## src/sv/hdwf_pkg.sv

```systemverilog
// Package for the hashed duplicate window filter.
// Holds the shared types, the FNV-1a constants and the hash step function.
// No dependencies.
package hdwf_pkg;

   // FNV-1a 32-bit constants and the window reset value.
   localparam logic [31:0] FNV_BASIS    = 32'd2166136261;
   localparam logic [31:0] FNV_PRIME    = 32'd16777619;
   localparam logic [31:0] WINDOW_RESET = 32'd30000;

   // One finished key waiting for its table lookup.
   typedef struct packed {
      logic [31:0] hash;
      logic [31:0] now_ms;
   } job_type;

   // Push request from the front end into the job queue.
   typedef struct packed {
      logic    valid;
      job_type job;
   } q_push_type;

   // Fill status of the job queue.
   typedef struct packed {
      logic full;
      logic empty;
   } q_status_type;

   // One table slot: a hash and its time stamp.
   typedef struct packed {
      logic [31:0] hash;
      logic [31:0] stamp;
   } slot_type;

   // States of the lookup engine.
   typedef enum logic [1:0] {
      ST_IDLE,
      ST_SCAN,
      ST_FINISH
   } back_state_type;

   // Fold one byte into the running hash: xor, then multiply modulo 2^32.
   function automatic logic [31:0] fnv_step(input logic [31:0] hash, input logic [7:0] data);
      logic [31:0] mixed;
      mixed = hash ^ {24'd0, data};
      return mixed * FNV_PRIME;
   endfunction

endpackage

```

## src/sv/hdwf_if.sv

```systemverilog
// Channel interfaces of the hashed duplicate window filter.
// hdwf_req_if carries key bytes in, hdwf_rsp_if carries verdicts out.
// No dependencies.
interface hdwf_req_if;
   logic        valid;
   logic        ready;
   logic [7:0]  key_byte;
   logic        last_byte;
   logic [31:0] now_ms;

   modport source (output valid, output key_byte, output last_byte, output now_ms,
                   input ready);
   modport sink   (input valid, input key_byte, input last_byte, input now_ms,
                   output ready);
endinterface

interface hdwf_rsp_if;
   logic valid;
   logic ready;
   logic duplicate;

   modport source (output valid, output duplicate, input ready);
   modport sink   (input valid, input duplicate, output ready);
endinterface

```

## src/sv/hdwf_front.sv

```systemverilog
// Front end: accepts key beats and folds each byte into the FNV-1a hash.
// On the last byte it pushes the finished hash and time into the job queue.
// Depends on hdwf_pkg and hdwf_req_if.
module hdwf_front
   import hdwf_pkg::*;
(
   input  logic         clock,
   input  logic         reset,
   hdwf_req_if.sink     req_bus,
   input  q_status_type q_status,
   output q_push_type   q_push
);

   logic [31:0] hash_ff;
   logic [31:0] hash_in;
   logic [31:0] hash_next;
   logic        accept;

   // Bytes are taken whenever the queue has room for a finished key.
   assign req_bus.ready = !q_status.full;
   assign accept        = req_bus.valid && req_bus.ready;
   assign hash_next     = fnv_step(hash_ff, req_bus.key_byte);

   // Next hash and queue push.
   always_comb begin
      hash_in          = hash_ff;
      q_push.valid     = 1'b0;
      q_push.job.hash  = hash_next;
      q_push.job.now_ms = req_bus.now_ms;
      if (accept) begin
         if (req_bus.last_byte) begin
            hash_in      = FNV_BASIS;
            q_push.valid = 1'b1;
         end else begin
            hash_in = hash_next;
         end
      end
   end

   // Running hash register.
   always_ff @(posedge clock) begin
      if (reset) begin
         hash_ff <= FNV_BASIS;
      end else begin
         hash_ff <= hash_in;
      end
   end

endmodule

```

## src/sv/hdwf_queue.sv

```systemverilog
// Two-entry job queue between the hashing front end and the lookup engine.
// Lets either side stall without holding up the other.
// Depends on hdwf_pkg.
module hdwf_queue
   import hdwf_pkg::*;
(
   input  logic         clock,
   input  logic         reset,
   input  q_push_type   q_push,
   input  logic         q_pop,
   output job_type      q_job,
   output q_status_type q_status
);

   job_type    entry_ff [2];
   logic       wr_ptr_ff;
   logic       wr_ptr_in;
   logic       rd_ptr_ff;
   logic       rd_ptr_in;
   logic [1:0] count_ff;
   logic [1:0] count_in;

   assign q_job          = entry_ff[rd_ptr_ff];
   assign q_status.full  = (count_ff == 2'd2);
   assign q_status.empty = (count_ff == 2'd0);

   // Pointer and count update.
   always_comb begin
      wr_ptr_in = wr_ptr_ff;
      rd_ptr_in = rd_ptr_ff;
      count_in  = count_ff;
      if (q_push.valid) begin
         wr_ptr_in = !wr_ptr_ff;
      end
      if (q_pop) begin
         rd_ptr_in = !rd_ptr_ff;
      end
      unique case ({q_push.valid, q_pop})
         2'b10:   count_in = count_ff + 2'd1;
         2'b01:   count_in = count_ff - 2'd1;
         default: count_in = count_ff;
      endcase
   end

   // Control registers.
   always_ff @(posedge clock) begin
      if (reset) begin
         wr_ptr_ff <= 1'b0;
         rd_ptr_ff <= 1'b0;
         count_ff  <= 2'd0;
      end else begin
         wr_ptr_ff <= wr_ptr_in;
         rd_ptr_ff <= rd_ptr_in;
         count_ff  <= count_in;
      end
   end

   // Entry storage.
   always_ff @(posedge clock) begin
      if (q_push.valid) begin
         entry_ff[wr_ptr_ff] <= q_push.job;
      end
   end

endmodule

```

## src/sv/hdwf_back.sv

```systemverilog
// Lookup engine: scans the slot table one slot a cycle for each queued key,
// then reports the verdict and records new keys. Owns the slot memory.
// Depends on hdwf_pkg and hdwf_rsp_if.
module hdwf_back
   import hdwf_pkg::*;
#(
   parameter int SLOT_COUNT = 24
) (
   input  logic         clock,
   input  logic         reset,
   input  logic [31:0]  window_ms,
   input  job_type      q_job,
   input  q_status_type q_status,
   output logic         q_pop,
   hdwf_rsp_if.source   rsp_bus
);

   localparam int IDX_W = (SLOT_COUNT > 1) ? $clog2(SLOT_COUNT) : 1;
   localparam logic [IDX_W-1:0] LAST_IDX = IDX_W'(SLOT_COUNT - 1);

   // Slot memory and its per-entry valid bits.
   slot_type              slot_mem [SLOT_COUNT];
   logic [SLOT_COUNT-1:0] valid_ff;
   slot_type              rd_slot_ff;
   logic                  rd_valid_ff;

   back_state_type state_ff, state_in;
   job_type        job_ff, job_in;
   logic [IDX_W-1:0] rd_idx_ff, rd_idx_in;
   logic           issuing_ff, issuing_in;
   logic           ev_vld_ff, ev_vld_in;
   logic [IDX_W-1:0] ev_idx_ff, ev_idx_in;
   logic           dup_ff, dup_in;
   logic           empty_found_ff, empty_found_in;
   logic [IDX_W-1:0] empty_idx_ff, empty_idx_in;
   logic [31:0]    best_age_ff, best_age_in;
   logic [IDX_W-1:0] victim_ff, victim_in;
   logic           rsp_vld_ff, rsp_vld_in;
   logic           rsp_dup_ff, rsp_dup_in;

   logic           wr_en;
   logic [IDX_W-1:0] wr_idx;
   slot_type       wr_slot;
   logic [31:0]    age;
   logic           hit;

   assign rsp_bus.valid     = rsp_vld_ff;
   assign rsp_bus.duplicate = rsp_dup_ff;

   // Age of the slot read last cycle and its match against the current key.
   assign age = job_ff.now_ms - rd_slot_ff.stamp;
   assign hit = rd_valid_ff && (rd_slot_ff.hash == job_ff.hash) && (age < window_ms);

   // Next state and datapath control.
   always_comb begin
      state_in       = state_ff;
      job_in         = job_ff;
      rd_idx_in      = rd_idx_ff;
      issuing_in     = issuing_ff;
      ev_vld_in      = (state_ff == ST_SCAN) && issuing_ff;
      ev_idx_in      = rd_idx_ff;
      dup_in         = dup_ff;
      empty_found_in = empty_found_ff;
      empty_idx_in   = empty_idx_ff;
      best_age_in    = best_age_ff;
      victim_in      = victim_ff;
      rsp_vld_in     = rsp_vld_ff && !rsp_bus.ready;
      rsp_dup_in     = rsp_dup_ff;
      q_pop          = 1'b0;
      wr_en          = 1'b0;
      wr_idx         = empty_found_ff ? empty_idx_ff : victim_ff;
      wr_slot.hash   = job_ff.hash;
      wr_slot.stamp  = (job_ff.now_ms != 32'd0) ? job_ff.now_ms : 32'd1;

      unique case (state_ff)
         ST_IDLE: begin
            if (!q_status.empty) begin
               q_pop          = 1'b1;
               job_in         = q_job;
               rd_idx_in      = '0;
               issuing_in     = 1'b1;
               dup_in         = 1'b0;
               empty_found_in = 1'b0;
               empty_idx_in   = '0;
               best_age_in    = 32'd0;
               victim_in      = '0;
               state_in       = ST_SCAN;
            end
         end
         ST_SCAN: begin
            // Issue one slot read a cycle.
            if (issuing_ff) begin
               if (rd_idx_ff == LAST_IDX) begin
                  issuing_in = 1'b0;
               end else begin
                  rd_idx_in = rd_idx_ff + IDX_W'(1);
               end
            end
            // Judge the slot whose data came back.
            if (ev_vld_ff) begin
               if (hit) begin
                  dup_in = 1'b1;
               end
               if (!rd_valid_ff && !empty_found_ff) begin
                  empty_found_in = 1'b1;
                  empty_idx_in   = ev_idx_ff;
               end
               if (age >= best_age_ff) begin
                  best_age_in = age;
                  victim_in   = ev_idx_ff;
               end
               if (ev_idx_ff == LAST_IDX) begin
                  state_in = ST_FINISH;
               end
            end
         end
         ST_FINISH: begin
            // Hand the verdict over once the output register is free.
            if (!rsp_vld_ff || rsp_bus.ready) begin
               rsp_vld_in = 1'b1;
               rsp_dup_in = dup_ff;
               wr_en      = !dup_ff;
               state_in   = ST_IDLE;
            end
         end
         default: begin
            state_in = ST_IDLE;
         end
      endcase
   end

   // Control registers.
   always_ff @(posedge clock) begin
      if (reset) begin
         state_ff   <= ST_IDLE;
         issuing_ff <= 1'b0;
         ev_vld_ff  <= 1'b0;
         rsp_vld_ff <= 1'b0;
         valid_ff   <= '0;
      end else begin
         state_ff   <= state_in;
         issuing_ff <= issuing_in;
         ev_vld_ff  <= ev_vld_in;
         rsp_vld_ff <= rsp_vld_in;
         if (wr_en) begin
            valid_ff[wr_idx] <= 1'b1;
         end
      end
   end

   // Payload registers.
   always_ff @(posedge clock) begin
      job_ff         <= job_in;
      rd_idx_ff      <= rd_idx_in;
      ev_idx_ff      <= ev_idx_in;
      dup_ff         <= dup_in;
      empty_found_ff <= empty_found_in;
      empty_idx_ff   <= empty_idx_in;
      best_age_ff    <= best_age_in;
      victim_ff      <= victim_in;
      rsp_dup_ff     <= rsp_dup_in;
   end

   // Slot memory: one write port, one registered read port.
   always_ff @(posedge clock) begin
      if (wr_en) begin
         slot_mem[wr_idx] <= wr_slot;
      end
      rd_slot_ff  <= slot_mem[rd_idx_ff];
      rd_valid_ff <= valid_ff[rd_idx_ff];
   end

endmodule

```

## src/sv/hashed_duplicate_window_filter.sv

```systemverilog
// Top level of the hashed duplicate window filter.
// Instantiates hdwf_front, hdwf_queue and hdwf_back; uses hdwf_pkg and hdwf_if.
//
//   Channel   Direction  Signals                                Meaning
//   req_bus   in         valid ready key_byte last_byte now_ms  one key byte per beat
//   rsp_bus   out        valid ready duplicate                  one verdict per key
//   csr_*     in         csr_wr_en csr_wr_data                  window_ms register
//
// The front end takes one key byte per cycle while the two-entry job queue has room.
// For each finished key the lookup engine pops the queue, streams every slot through the
// single memory read port, then hands over the verdict and writes the slot for a new key.
// Reset clears the valid bit of every slot at once, so no clearing pass is needed.
// A stalled rsp_bus holds the verdict; further keys collect in the queue, then
// req_bus.ready drops.
module hashed_duplicate_window_filter
   import hdwf_pkg::*;
#(
   parameter int SLOT_COUNT = 24
) (
   input  logic        clock,
   input  logic        reset,
   hdwf_req_if.sink    req_bus,
   hdwf_rsp_if.source  rsp_bus,
   input  logic        csr_wr_en,
   input  logic [31:0] csr_wr_data
);

   logic [31:0]  window_ff;
   logic [31:0]  window_in;
   q_push_type   q_push;
   q_status_type q_status;
   job_type      q_job;
   logic         q_pop;

   // Window register.
   assign window_in = csr_wr_en ? csr_wr_data : window_ff;

   always_ff @(posedge clock) begin
      if (reset) begin
         window_ff <= WINDOW_RESET;
      end else begin
         window_ff <= window_in;
      end
   end

   // Hashing front end.
   hdwf_front u_front (
      .clock    (clock),
      .reset    (reset),
      .req_bus  (req_bus),
      .q_status (q_status),
      .q_push   (q_push)
   );

   // Job queue.
   hdwf_queue u_queue (
      .clock    (clock),
      .reset    (reset),
      .q_push   (q_push),
      .q_pop    (q_pop),
      .q_job    (q_job),
      .q_status (q_status)
   );

   // Lookup engine.
   hdwf_back #(
      .SLOT_COUNT (SLOT_COUNT)
   ) u_back (
      .clock     (clock),
      .reset     (reset),
      .window_ms (window_ff),
      .q_job     (q_job),
      .q_status  (q_status),
      .q_pop     (q_pop),
      .rsp_bus   (rsp_bus)
   );

`ifndef SYNTHESIS
   // The front end never pushes into a full queue.
   a_no_push_full: assert property (@(posedge clock) disable iff (reset)
      q_push.valid |-> !q_status.full)
      else $error("job pushed into a full queue");

   // The engine never pops an empty queue.
   a_no_pop_empty: assert property (@(posedge clock) disable iff (reset)
      q_pop |-> !q_status.empty)
      else $error("job popped from an empty queue");

   // A pop starts a scan, so two pops never come back to back.
   a_pop_spacing: assert property (@(posedge clock) disable iff (reset)
      q_pop |=> !q_pop)
      else $error("lookup engine popped twice in a row");
`endif

endmodule

```

## src/flat_wrapper.sv

```systemverilog
// flat-port wrapper written by rule: the top's interface ports become plain ports
module hashed_duplicate_window_filter_flat import hdwf_pkg::*;
#(
   parameter int SLOT_COUNT = 24
)
  (clock, reset, csr_wr_en, csr_wr_data, req_bus_valid, req_bus_key_byte, req_bus_last_byte, req_bus_now_ms, req_bus_ready, rsp_bus_valid, rsp_bus_duplicate, rsp_bus_ready);
  hdwf_req_if req_bus_i ();
  hdwf_rsp_if rsp_bus_i ();
  input  logic clock;
  input  logic reset;
  input  logic csr_wr_en;
  input  logic [31:0] csr_wr_data;
  input wire logic [$bits(req_bus_i.valid)-1:0] req_bus_valid;
  input wire logic [$bits(req_bus_i.key_byte)-1:0] req_bus_key_byte;
  input wire logic [$bits(req_bus_i.last_byte)-1:0] req_bus_last_byte;
  input wire logic [$bits(req_bus_i.now_ms)-1:0] req_bus_now_ms;
  output wire logic [$bits(req_bus_i.ready)-1:0] req_bus_ready;
  output wire logic [$bits(rsp_bus_i.valid)-1:0] rsp_bus_valid;
  output wire logic [$bits(rsp_bus_i.duplicate)-1:0] rsp_bus_duplicate;
  input wire logic [$bits(rsp_bus_i.ready)-1:0] rsp_bus_ready;
  assign req_bus_i.valid = req_bus_valid;
  assign req_bus_i.key_byte = req_bus_key_byte;
  assign req_bus_i.last_byte = req_bus_last_byte;
  assign req_bus_i.now_ms = req_bus_now_ms;
  assign req_bus_ready = req_bus_i.ready;
  assign rsp_bus_valid = rsp_bus_i.valid;
  assign rsp_bus_duplicate = rsp_bus_i.duplicate;
  assign rsp_bus_i.ready = rsp_bus_ready;
  hashed_duplicate_window_filter #(.SLOT_COUNT(SLOT_COUNT)) u_core (.clock(clock), .reset(reset), .req_bus(req_bus_i), .rsp_bus(rsp_bus_i), .csr_wr_en(csr_wr_en), .csr_wr_data(csr_wr_data));
endmodule
```

## config.mk

```make
export PLATFORM = sky130hd
export DESIGN_NAME = hashed_duplicate_window_filter_flat
export DESIGN_NICKNAME = d
export VERILOG_FILES = /design/src/sv/hdwf_pkg.sv /design/src/sv/hdwf_if.sv /design/src/sv/hdwf_front.sv /design/src/sv/hdwf_queue.sv /design/src/sv/hdwf_back.sv /design/src/sv/hashed_duplicate_window_filter.sv /design/src/flat_wrapper.sv
export SDC_FILE = /design/constraint.sdc
export NUM_CORES = 2
export LEC_CHECK = 0
export CAP_MARGIN = 20
export CORE_MARGIN = 1.5
export CORE_UTILIZATION = 35
export DETAILED_ROUTE_END_ITERATION = 7
export DONT_BUFFER_PORTS = 1
export SYNTH_ARGS = -nofsm -noshare
export SYNTH_HDL_FRONTEND = slang
export SYNTH_HIERARCHICAL = 1
export SYNTH_SLANG_ARGS = --single-unit
```

## constraint.sdc

```tcl
create_clock -name clock -period 7.95 [get_ports clock]
set_input_delay 1.59 -clock clock [delete_from_list [all_inputs] [get_ports clock]]
set_output_delay 1.59 -clock clock [all_outputs]
set_load 0.05 [all_outputs]
```

## Word level (Yosys, flattened, before mapping)

Memory sizes are Yosys's and may differ from the RTL's. A register that Yosys moved wholly into a read port is not among the register bits.
Cells that the tools add are included.
Widths: inputs -> output; s select.

| word-level totals | value |
|---|---|
| register bits after elaboration | 153 |
| latch bits | 0 |
| bits in writable memories | 1664 |
| ROM bits | 0 |
| word-level logic and storage cells | 130 |
| memories | 2 |

| operators by class | value |
|---|---|
| add/sub/neg operators | 4 |
| multipliers | 1 |
| divide/modulo/power cells | 0 |
| order comparisons | 5 |
| eq/ne operators | 17 |
| shift-type cells | 0 |
| mux-type cells | 50 |
| bitwise operators | 3 |
| reduce and logical (&&, ||, !) cells | 29 |

Memories:

| name | depth | bits a word | rd ports | clocked after Yosys merged registers in | write ports | RTL line | RTL |
|---|---|---|---|---|---|---|---|
| u_core.u_back.slot_mem | 24 | 64 | 1 | 1 | 1 | hdwf_back.sv:22 | `slot_type slot_mem [SLOT_COUNT];` |
| u_core.u_queue.entry_ff | 2 | 64 | 1 | 1 | 1 | hdwf_queue.sv:15 | `job_type entry_ff [2];` |

Operator list:

| kind | number |
|---|---|
| $mux 32 | 5 |
| $pmux 32 s2 | 1 |
| $mux 5 | 8 |
| $eq 32x32->1 | 1 |
| $ge 32x32->1 | 1 |
| $lt 32x32->1 | 1 |
| $mul 32x25->32 const B | 1 |
| $reduce_bool 32->1 | 1 |
| $sub 32x32->32 | 1 |
| $xor 32x8->32 | 1 |
| $pmux 5 s2 | 3 |
| $or 24x24->24 | 1 |
| $mux 1 | 22 |
| $reduce_and 4->1 | 5 |
| $lt 5x6->1 const B | 2 |
| $ne 2x2->1 const B | 6 |
| $eq 5x5->1 const B | 2 |
| $logic_not 1->1 | 8 |
| $mux 2 | 4 |
| $logic_and 1x1->1 | 7 |
| $eq 2x2->1 const B | 3 |
| $ne 2x1->1 const B | 3 |
| $pmux 1 s2 | 3 |
| $pmux 2 s3 | 1 |
| 13 further kinds | 18 |

## Logic depth before layout (Yosys ltp)

| depth | value |
|---|---|
| depth after elaboration | 6 |
| gate-level depth with buffers | 21 |
| gate-level depth less buffers | 21 |

## By module

Netlist, hierarchy kept.

Modules (own cells, without submodules):

| module | times used | cells an instance | area an instance (µm²) | sequential area each (µm²) |
|---|---|---|---|---|
| hdwf_back | 1 | 3302 | 68680.9 | 51529.4 |
| hdwf_front | 1 | 771 | 7079.3 | 640.6 |
| hdwf_queue | 1 | 221 | 4819.6 | 3943.8 |
| hashed_duplicate_window_filter | 1 | 103 | 1169.9 | 640.6 |

## Worst setup path after synthesis

No wires, ideal clock.

| timing | value |
|---|---|
| kind | in2reg |
| from | input port req_bus_key_byte[7] |
| to | memory u_core/u_queue/entry_ff[0][63] (netlist name), data pin |
| setup time | 0.272 ns |
| data arrival time | 6.261 ns |
| required time | 7.678 ns |
| path slack | 1.416 ns |
| stages on the path | 18 |
| path buffers | 0 |
| cell sequence | xor2_1 > ha_1 > ha_1 > fa_1 > ha_1 > fa_1 > ha_1 > inv_1 > fa_1 > inv_1 > ha_1 > a21o_1 > a211o_1 > a21o_1 > or2_2 > o31ai_1 > o2111ai_1 > xor2_1 |

RTL lines:

| element | RTL line | RTL |
|---|---|---|
| start, declared | flat_wrapper.sv:14 | `input wire logic [$bits(req_bus_i.key_byte)-1:0] req_bus_key_byte;` |
| end, declared | hdwf_queue.sv:15 |  |

==> run metrics <==
CTS root buffer=clkbuf_16; status=finished, final reports clean; setup TNS=0 ps; share of cells above drive strength 1=0.2020; Ys Warns=6; global route total overflow=0; leading cell types by total area after synthesis=edfxtp_1, mux4_2, ha_1; # rows=between 150 and 200; Slew @ Worst Pin=1145 ps; RR Startpoint=u_core/u_front/hash_ff[5]$_SDFFE_PP0P_; worst-path cell chain=xor2_1, ha_1, ha_1, fa_1, ha_1, fa_1, ha_1, inv_1, fa_1, inv_1, ha_1, o21ai_0, a21oi_1, and4_1, o21ai_0, a211oi_1, o2111a_1, a211oi_2, xnor2_1, a32o_1; hold path depth=2; GPL Wtd Cong=0.8862; DRT Pass-1 Iters=7; Yosys top cell by area=edfxtp_1; pre-CTS setup slack=867.2 ps; Vias/cell=roughly 5.3; origin of the worst min-delay path=u_core/u_back/issuing_ff$_SDFFE_PP0P_; Post-synth EDFFs=approximately 1.8k; max-cap violation count=0; Buf+Inv Stages, Crit Path=2; syn nets=roughly 4.8k; skew final=around 71 ps; final WL=191.5 mm; All-Layer GR Usage=0.1610; FF+latch count, synth=1946; initial antenna violation count=4; DP Wirelength=104.4 mm; full die area=0.2365 mm²; TritonCTS buffer count=193; number of setup violations in the final report=0; largest net degree at the start of global routing=145; Worst Path Class, Setup=in -> reg; Critical Path Source Type=input port; cell family with most CP delay=adder cells; Clock Tree Buf Depth=3; I/O pin count=81; ys flop type=edfxtp_1; Final ANT Viol Nets=0; Mapped Avg Cell Area=about 19 µm²; Final Max Tran Viols=0; first-pass GRT wire length=280.3 mm; Die W=between 400 and 500 µm; CTS resizes=0; Vias=40.19k; Crit path required time=8670 ps; worst skew pair latency=840 ps; most frequent CP cell=ha_1; vias in the first global route=41.12k; DR WL/cell=25.04 µm; Worst-path clk slew=60 ps; commonest non-fill, non-tap cell in the layout=edfxtp_1; slew margin rel.=0.2317; Post-Syn Instances=about 4.4k; RSZ-0062 raised after global routing=no; chip height=roughly 500 µm; DRC Markers=0; Initial Util=0.3519; crit-path max cell delay=520 ps; crit path max-delay cell type=a211oi_1; H-tree levels=4; Final Hold Vio Count=0; Post-Route Utilization=0.3949; top cell type's share of synthesized area=0.6531; Hold WC Path Type=reg -> reg; Nets=4868; core area=between 0.2 and 0.25 mm²; post-synth cell types=81; most frequent cells in the layout=edfxtp_1, mux4_2, inv_1; crit path capture type=flop; FF-to-FF setup slack=1970 ps; Reg2Reg Depth=20; worst setup margin=between 1500 and 2000 ps; CTS tree=yes; crit-path max FO=6; Sink Count=1946; Mapped Area=0.08175 mm²; CTS Hold Bufs=0; period utilisation layout=0.7867; R2R Path End=u_core/u_front/hash_ff[28]$_SDFFE_PP0P_; Layout Area Growth over Synthesis=12.22%; Setup Fix Bufs, Post-CTS=0; Seq/Total Area, Yosys=0.6942; Async S/R FF share, synth=0; number of buffers added on ports=0; Max Fclk=159.9 MHz; crit path time final=6254 ps; 1st-iter DRT viols=3504; WP data arrival=between 6000 and 7000 ps; Worst Hold Endpoint=u_core/u_back/ev_vld_ff$_SDFF_PP0_
per-stage QoR:
stage	cell area (µm²)	hold slack (ps)	std cells
final	91740	462.4	7649
after detailed placement	85210	442.9	7283
after global routing	91740	487.0	7648
after CTS	91740	467.6	7648
after global placement	85200	441.0	7282
after floorplan	81750	342.7	4397
layer usage:
metal  vias up  share of wire  global-route usage
li1      17302              -                   -
met1     21559           0.45              0.2309
met2      1101           0.48              0.2583
met3       230          0.051             0.02235
met4         0          0.020             0.04029
met5         -              0                   0
sequential cells by signal, summed over array words and instances (netlist names), 2 cells and up, named ones only:
name / count
u_core/u_back/slot_mem: 1536
u_core/u_queue/entry_ff: 128
u_core/u_back/job_ff: 64
u_core/u_back/rd_slot_ff: 64
u_core/u_back/best_age_ff: 32
u_core/u_front/hash_ff: 32
u_core/window_ff: 32
u_core/u_back/valid_ff: 24
u_core/u_back/empty_idx_ff: 5
u_core/u_back/ev_idx_ff: 5
u_core/u_back/ev_idx_in: 5
u_core/u_back/victim_ff: 5
u_core/u_back/state_ff: 2
u_core/u_queue/count_ff: 2
final cells by class:
class,instances,area [µm²]
fill,20720,140600
sequential,1946,56760
multi-input combinational,1935,22810
clock buffer,254,5331
tap,3043,3807
clock inverter,111,1194
inverter,287,1077
timing repair buffer,72,757.0
antenna,1,2.502
synth_stat cells, types with 12 or more instances:
cell and n:
nand3_1 23, o21ai_0 49, mux4_1 12, xnor2_1 86
nand4_1 31, buf_2 23, nor3_1 17, nor2b_1 19
a21o_1 25, fa_1 75, o21bai_1 12, buf_6 16
xor2_1 40, buf_4 62, nand2b_1 14, inv_1 285
buf_1 27, nor4_1 12, mux2_2 65, mux2i_1 99
a21oi_1 137, edfxtp_1 1778, nand2_1 82, nor2_1 234
mux4_2 443, dfxtp_1 168, clkbuf_1 96, and2_1 37
ha_1 280, a211o_1 12
kinds of logic (layout without fill, tap and decap cells):
logic type,after synthesis,count (layout),share of synthesized area
buffers and inverters,516,724,0.02910
other,0,1,0
adder cells (fa/ha/maj),355,355,0.06122
multiplexers,619,619,0.1470
XOR/XNOR,126,126,0.01350
AO/OA/AOI/OAI,333,333,0.02642
flip-flops,1946,1946,0.6942
AND/OR/NAND/NOR,502,502,0.02854
tightest hold or removal path: cells and delay by family, from the launching register on:
kind	cells	cell delay [ps]
flip-flops	1	320
AND/OR/NAND/NOR	2	90
worst max-delay path by stage:
stage                   startpoint                                       end  slack (ps)  depth (start not counted)
6_report       req_bus_key_byte[5]   u_core/u_front/hash_ff[28]$_SDFFE_PP0P_        1700                         20
2_1_floorplan  req_bus_key_byte[7]  u_core/u_queue/entry_ff[0][63]$_DFFE_PP_        1420                         18
3_5_place_dp   req_bus_key_byte[1]   u_core/u_front/hash_ff[27]$_SDFFE_PP0P_         870                         20
3_3_place_gp   req_bus_key_byte[2]   u_core/u_front/hash_ff[28]$_SDFFE_PP0P_         880                         20
5_1_grt        req_bus_key_byte[1]   u_core/u_front/hash_ff[27]$_SDFFE_PP0P_        1440                         20
4_1_cts        req_bus_key_byte[1]   u_core/u_front/hash_ff[27]$_SDFFE_PP0P_        1770                         20
Power is not shown: default switching activity piles up to over one toggle a cycle in this logic, so the estimate is an artifact.
